File: src/rtl/core/smtm_pkg.sv
// shared types and constants of the sorted multi-timer manager
package smtm_pkg;

    localparam int NUM_SLOTS_DEF = 32;
    localparam int MAX_EXPIRY    = 32;
    localparam int TIME_W        = 32;
    localparam int TAG_W         = 32;
    localparam int QUEUE_W       = 8;
    localparam int TSS_W         = 6;

    typedef enum logic [2:0] {
        FN_TICK,
        FN_ALLOC,
        FN_FREE,
        FN_TAG,
        FN_ARM,
        FN_CANCEL,
        FN_CANCEL_ALL,
        FN_NONE
    } func_t;

    typedef enum logic [1:0] {
        KIND_ACK,
        KIND_ALLOC,
        KIND_FULL,
        KIND_EXPIRY
    } kind_t;

    typedef enum logic [1:0] {
        ST_FREE,
        ST_ALLOC,
        ST_ARMED
    } status_t;

    typedef enum logic [1:0] {
        OP_HOLD,
        OP_INSERT,
        OP_REMOVE,
        OP_POP
    } chain_op_t;

    typedef enum logic [2:0] {
        S_IDLE,
        S_EXEC,
        S_INSERT,
        S_TICK,
        S_SWEEP,
        S_ACK
    } state_t;

    typedef struct packed {
        chain_op_t          op;
        logic [TIME_W-1:0]  dl;
    } chain_ctl_t;

    typedef struct packed {
        logic [2:0]               func;
        logic [4:0]               slot_index;
        logic [TIME_W-1:0]        delay_ticks;
        logic signed [TAG_W-1:0]  tag_value;
        logic [QUEUE_W-1:0]       queue_id;
        logic                     auto_cancel;
    } in_word_t;

    typedef struct packed {
        logic [1:0]               kind;
        logic [4:0]               out_slot;
        logic signed [TAG_W-1:0]  out_tag;
        logic [QUEUE_W-1:0]       out_queue;
        logic                     switch_request;
        logic                     was_cancelled;
        logic                     last;
    } out_word_t;

endpackage

File: src/rtl/core/smtm_cell.sv
// one cell of the deadline-ordered chain
module smtm_cell
    import smtm_pkg::*;
#(
    parameter int SLW = 5
)
(
    input  logic              clk,
    input  logic              rst_n,
    input  chain_ctl_t        ctl,
    input  logic [SLW-1:0]    op_slot,
    input  logic              left_vld,
    input  logic [SLW-1:0]    left_slot,
    input  logic [TIME_W-1:0] left_dl,
    input  logic              right_vld,
    input  logic [SLW-1:0]    right_slot,
    input  logic [TIME_W-1:0] right_dl,
    input  logic              ins_in,
    output logic              ins_out,
    input  logic              rem_in,
    output logic              rem_out,
    output logic              vld,
    output logic [SLW-1:0]    slot,
    output logic [TIME_W-1:0] dl
);

    logic              vld_reg, vld_next;
    logic [SLW-1:0]    slot_reg, slot_next;
    logic [TIME_W-1:0] dl_reg, dl_next;

    assign ins_out = !vld_reg || (ctl.dl <= dl_reg);
    assign rem_out = rem_in || (vld_reg && (slot_reg == op_slot));

    always_comb
    begin
        vld_next  = vld_reg;
        slot_next = slot_reg;
        dl_next   = dl_reg;
        case (ctl.op)
            OP_INSERT:
            begin
                if (ins_in)
                begin
                    vld_next  = left_vld;
                    slot_next = left_slot;
                    dl_next   = left_dl;
                end
                else if (ins_out)
                begin
                    vld_next  = 1'b1;
                    slot_next = op_slot;
                    dl_next   = ctl.dl;
                end
            end
            OP_REMOVE:
            begin
                if (rem_out)
                begin
                    vld_next  = right_vld;
                    slot_next = right_slot;
                    dl_next   = right_dl;
                end
            end
            OP_POP:
            begin
                vld_next  = right_vld;
                slot_next = right_slot;
                dl_next   = right_dl;
            end
            default:
            begin
                vld_next = vld_reg;
            end
        endcase
    end

    always_ff @(posedge clk or negedge rst_n)
    begin
        if (!rst_n)
            vld_reg <= 1'b0;
        else
            vld_reg <= vld_next;
    end

    always_ff @(posedge clk)
    begin
        slot_reg <= slot_next;
        dl_reg   <= dl_next;
    end

    assign vld  = vld_reg;
    assign slot = slot_reg;
    assign dl   = dl_reg;

endmodule

File: src/rtl/core/smtm_chain.sv
// row of cells holding armed slots in ascending deadline order
module smtm_chain
    import smtm_pkg::*;
#(
    parameter int NUM_SLOTS = NUM_SLOTS_DEF,
    parameter int SLW       = $clog2(NUM_SLOTS)
)
(
    input  logic              clk,
    input  logic              rst_n,
    input  chain_ctl_t        ctl,
    input  logic [SLW-1:0]    op_slot,
    output logic              head_vld,
    output logic [SLW-1:0]    head_slot,
    output logic [TIME_W-1:0] head_dl,
    output logic              next_vld,
    output logic [TIME_W-1:0] next_dl
);

    // cell i sits at position i+1, the ends are empty
    logic              c_vld  [NUM_SLOTS+2];
    logic [SLW-1:0]    c_slot [NUM_SLOTS+2];
    logic [TIME_W-1:0] c_dl   [NUM_SLOTS+2];
    logic              ins    [NUM_SLOTS+1];
    logic              rem    [NUM_SLOTS+1];

    assign c_vld[0]            = 1'b0;
    assign c_slot[0]           = '0;
    assign c_dl[0]             = '0;
    assign c_vld[NUM_SLOTS+1]  = 1'b0;
    assign c_slot[NUM_SLOTS+1] = '0;
    assign c_dl[NUM_SLOTS+1]   = '0;
    assign ins[0]              = 1'b0;
    assign rem[0]              = 1'b0;

    genvar i;
    generate
        for (i = 0; i < NUM_SLOTS; i++)
        begin : g_cell
            smtm_cell #(.SLW(SLW)) u_cell
            (
                .clk        (clk),
                .rst_n      (rst_n),
                .ctl        (ctl),
                .op_slot    (op_slot),
                .left_vld   (c_vld[i]),
                .left_slot  (c_slot[i]),
                .left_dl    (c_dl[i]),
                .right_vld  (c_vld[i+2]),
                .right_slot (c_slot[i+2]),
                .right_dl   (c_dl[i+2]),
                .ins_in     (ins[i]),
                .ins_out    (ins[i+1]),
                .rem_in     (rem[i]),
                .rem_out    (rem[i+1]),
                .vld        (c_vld[i+1]),
                .slot       (c_slot[i+1]),
                .dl         (c_dl[i+1])
            );
        end
    endgenerate

    assign head_vld  = c_vld[1] && ins[NUM_SLOTS] && rem[NUM_SLOTS] ? c_vld[1] : c_vld[1];
    assign head_slot = c_slot[1];
    assign head_dl   = c_dl[1];
    assign next_vld  = c_vld[2];
    assign next_dl   = c_dl[2];

endmodule

File: config.mk
export PLATFORM = sky130hd
export DESIGN_NAME = smtm_chain
export DESIGN_NICKNAME = d
export VERILOG_FILES = /design/src/rtl/core/smtm_pkg.sv /design/src/rtl/core/smtm_cell.sv /design/src/rtl/core/smtm_chain.sv
export SDC_FILE = /design/constraint.sdc
export NUM_CORES = 2
export LEC_CHECK = 0
export ABC_AREA = 0
export BUFFER_PORTS_ARGS = -buffer_cell sky130_fd_sc_hd__clkbuf_2
export CORE_MARGIN = 2
export CORE_UTILIZATION = 46
export CTS_CLUSTER_SIZE = 16
export DETAILED_ROUTE_END_ITERATION = 10
export GPL_ROUTABILITY_DRIVEN = 0
export MAX_ROUTING_LAYER = met4
export SLEW_MARGIN = 30
export SYNTH_ARGS = -nofsm -noshare
export SYNTH_HDL_FRONTEND = slang
export SYNTH_SLANG_ARGS = --single-unit
File: constraint.sdc
create_clock -name clk -period 12.75 [get_ports clk]
set_input_delay 1.275 -clock clk [delete_from_list [all_inputs] [get_ports clk]]
set_output_delay 1.275 -clock clk [all_outputs]
set_load 0.005 [all_outputs]
==> results.cfg <==
[cts]
postCtsSetupBuffers = 0
clock_sinks = 1216
cts_root_buffer = clkbuf_16
cts_tree = yes
htree_levels = 4
ctsHoldBuffers = 0
cts-resized-gates = 0
numCtsBuffers = 149
clk_path_buf_depth = 3
clk_transition_reported_paths_ns = 0.06
insertion_delay_ns = 0.83

[critical_path]
worstReg2RegEnd = g_cell[16].u_cell.slot[4]
r2r_setup_slack_ns = 8.00
reg2reg_from = g_cell[16].u_cell.dl[7]
arrival_ns = 6.05
worstSetupPathType = input port to register
crit_fanout = 33
rr_worst_depth = 11
crit_required_ns = 13.22
endpoint_kind = register
start_kind = input port

[power]
vdd_drop_max_v = 0.000139
power.switching_uw = 8660
pwr-share-seq_pct = 40.2
p_int_uw = 12400
p_per_area_nw_per_um2 = 213
leakage_uw = 0.0437
combPwrFrac_pct = 39.9
p_clk_share_pct = 19.9
switching_share_pct = 41.1

[logic_synthesis]
synth_top_area_share_pct = 39.1
synth-xor-area-share_pct = 1.54
synth_fa_ha_area_share_pct = 14.1
yosysWarnings = 0
seq_area_frac_synth_pct = 40.0
synthCells = 9490
synth_cell_type_count = 92
yosysTopAreaCell = edfxtp_1
synth_compound_area_share_pct = 14.7
synthTopCellsByArea = edfxtp_1, ha_1, mux2i_1
synthFlopType = edfxtp_1
syn_area_sq_um = 90900
ys_ff_latch = 1216
synth_top_family_by_area = compound AO/OA/AOI/OAI gates
synth.avg_cell_area_sq_um = 9.58
synth-simple-area-share_pct = 11.0
synthMuxAreaShare_pct = 11.0
synthTopCellsByCount = nand2_1, edfxtp_1, o21ai_0
syn_nets = 10600
async_flop_share_pct = 2.63
synth_edf_count = 1184
synth_most_common_cell = nand2_1

[placed_design]
io_buffers = 111
placedInstanceArea_sq_um = 94100
pre_cts_slack_ns = 6.25
dpl.hpwl_microns = 234000

[global_route]
antenna_found_initial = 13
gr-usage-all-layers_pct = 31.5
grt_overflow = 0
grt_pass1_vias = 72400
grt_max_degree = 288
grt_first_pass_wirelength_microns = 470000

[hold_path]
worstHoldStart = g_cell[31].u_cell.vld
min_to = g_cell[31].u_cell.vld
min_path_cells = 1
hp-class = register to register

[sta]
slew_viol_final = 0
finalCritPeriodShare_pct = 43.8
fin_ws_ns = 7.17
post-route-min-period_ns = 5.58
fin_worst_skew_ns = 0.0459
rsz0062_at_grt = no
finalSetupViolCount = 0
tns_ns = 0
max_freq_ghz = 0.179
worst_pin_slew_ns = 1.11
finalHoldViolCount = 0
slew_headroom_pct = 24.4
hold-worst-slack_ns = 0.552

[floorplan]
die_w_microns = 449
start_util_pct = 46.2
num_rows = 163
dieHeight_microns = 449
pin_count = 112
dieArea_sq_um = 201000
core_sq_um = 197000

[drt]
drt-initial-drc-count = 8392
ant_nets = 0
drc_errors = 0
drt_pass1_iterations = 6
wl_microns = 317000
wl_per_cell_microns = 26.3
vias_per_cell = 6.17
vias = 74400

[finish]
area_delta_synth_final_pct = 8.72
drive_gt1_share_pct = 6.82
postLayoutCellArea_sq_um = 98900
fin_nets = 10400
seq_area_sq_um = 36400
multi_input_area_sq_um = 48300
fill_cells = 18100
largest_reg_flops = 1024

[run_status]
outcome = complete, no violations

[job]
maxCapViolCount = 0
[layout make-up]
| cell class | instances | share of cell area, % |
|---|---|---|
| sequential | 1216 | 36.8 |
| clock buffer | 205 | 4.18 |
| timing repair buffer | 291 | 2.27 |
| tap | 2640 | 3.34 |
| inverter | 1066 | 4.05 |
| antenna | 9 | 0.0228 |
| multi-input combinational | 6567 | 48.8 |
| clock inverter | 67 | 0.529 |
[critical path, stage by stage]
cell and delay (ns):
clkbuf_2 0.09, buf_4 0.31, inv_2 0.49, buf_4 0.60
ha_1 0.25, inv_1 0.04, a21oi_1 0.15, o211ai_1 0.10
a2111oi_0 0.61, o31ai_1 0.24, o21a_4 0.44, a21oi_1 0.26
o22a_1 0.68, buf_4 0.41
[per-stage QoR]
step,power [uW],util (%),std cells
2_1_floorplan,13600,-,9490
3_3_place_gp,16400,47.7,11800
3_5_place_dp,16700,47.8,11800
4_1_cts,20900,50.2,12000
5_1_grt,22300,50.2,12100
6_report,21100,50.2,12100
[layout by cell type, fill, tap and decap left out, types with 18 or more instances in the layout]
cell type  instances
o211ai_1          43
buf_4            197
and3_1            19
nand2b_1          20
xor2_1            96
a21oi_1          234
clkbuf_16        152
nand4_1          161
clkinv_2          22
o21a_1            64
nand2_1         1217
a31oi_1           18
mux2i_1          973
a221o_1           53
inv_1           1064
a21o_1           179
nor2b_1           52
o21ai_1           45
dfrtp_1           32
ha_1            1024
a2111oi_0         65
nor3_1           185
and4_1            25
o21ai_0         1095
nor2_1           245
or3_1             27
a211oi_1          33
o31ai_1           20
o311ai_0          71
o221ai_1          40
nor4_1            48
clkbuf_2          74
xnor2_1           64
edfxtp_1        1184
nand3_1          127
clkinv_1          25
clkbuf_1          40
[power groups by stage]
| stage | sequential (uW) | combinational [uW] | clock, uW |
|---|---|---|---|
| 2_1_floorplan | 7480 | 6130 | 0 |
| 3_3_place_gp | 8440 | 7950 | 0 |
| 3_5_place_dp | 8460 | 8260 | 0 |
| 4_1_cts | 8390 | 8290 | 4230 |
| 5_1_grt | 8590 | 9380 | 4370 |
| 6_report | 8470 | 8400 | 4190 |
[metal layers]
metal  up-vias  share of wire [%]  track usage [%]
li1      33900                  -                -
met1     36200                 44             43.9
met4         0                5.1             14.7
met2      3600                 42             44.9
met5         -                  0                -
met3       754                8.7             4.57
[cell families after synthesis]
family          count (synthesis)
compound gates               2167
xor+xnor                      160
fa+ha+maj                    1024
buf+inv                      1707
flops                        1216
mux                           995
simple gates                 2221
[worst max-delay path by stage]
stage	start	end
2_1_floorplan	ctl[0]	g_cell[20].u_cell.vld
5_1_grt	ctl[0]	g_cell[22].u_cell.dl[11]
4_1_cts	ctl[0]	g_cell[23].u_cell.vld
3_5_place_dp	ctl[0]	g_cell[23].u_cell.vld
3_3_place_gp	ctl[25]	g_cell[12].u_cell.dl[16]
6_report	ctl[0]	g_cell[22].u_cell.dl[11]
No activity file was read; power rests on OpenSTA's default activity.
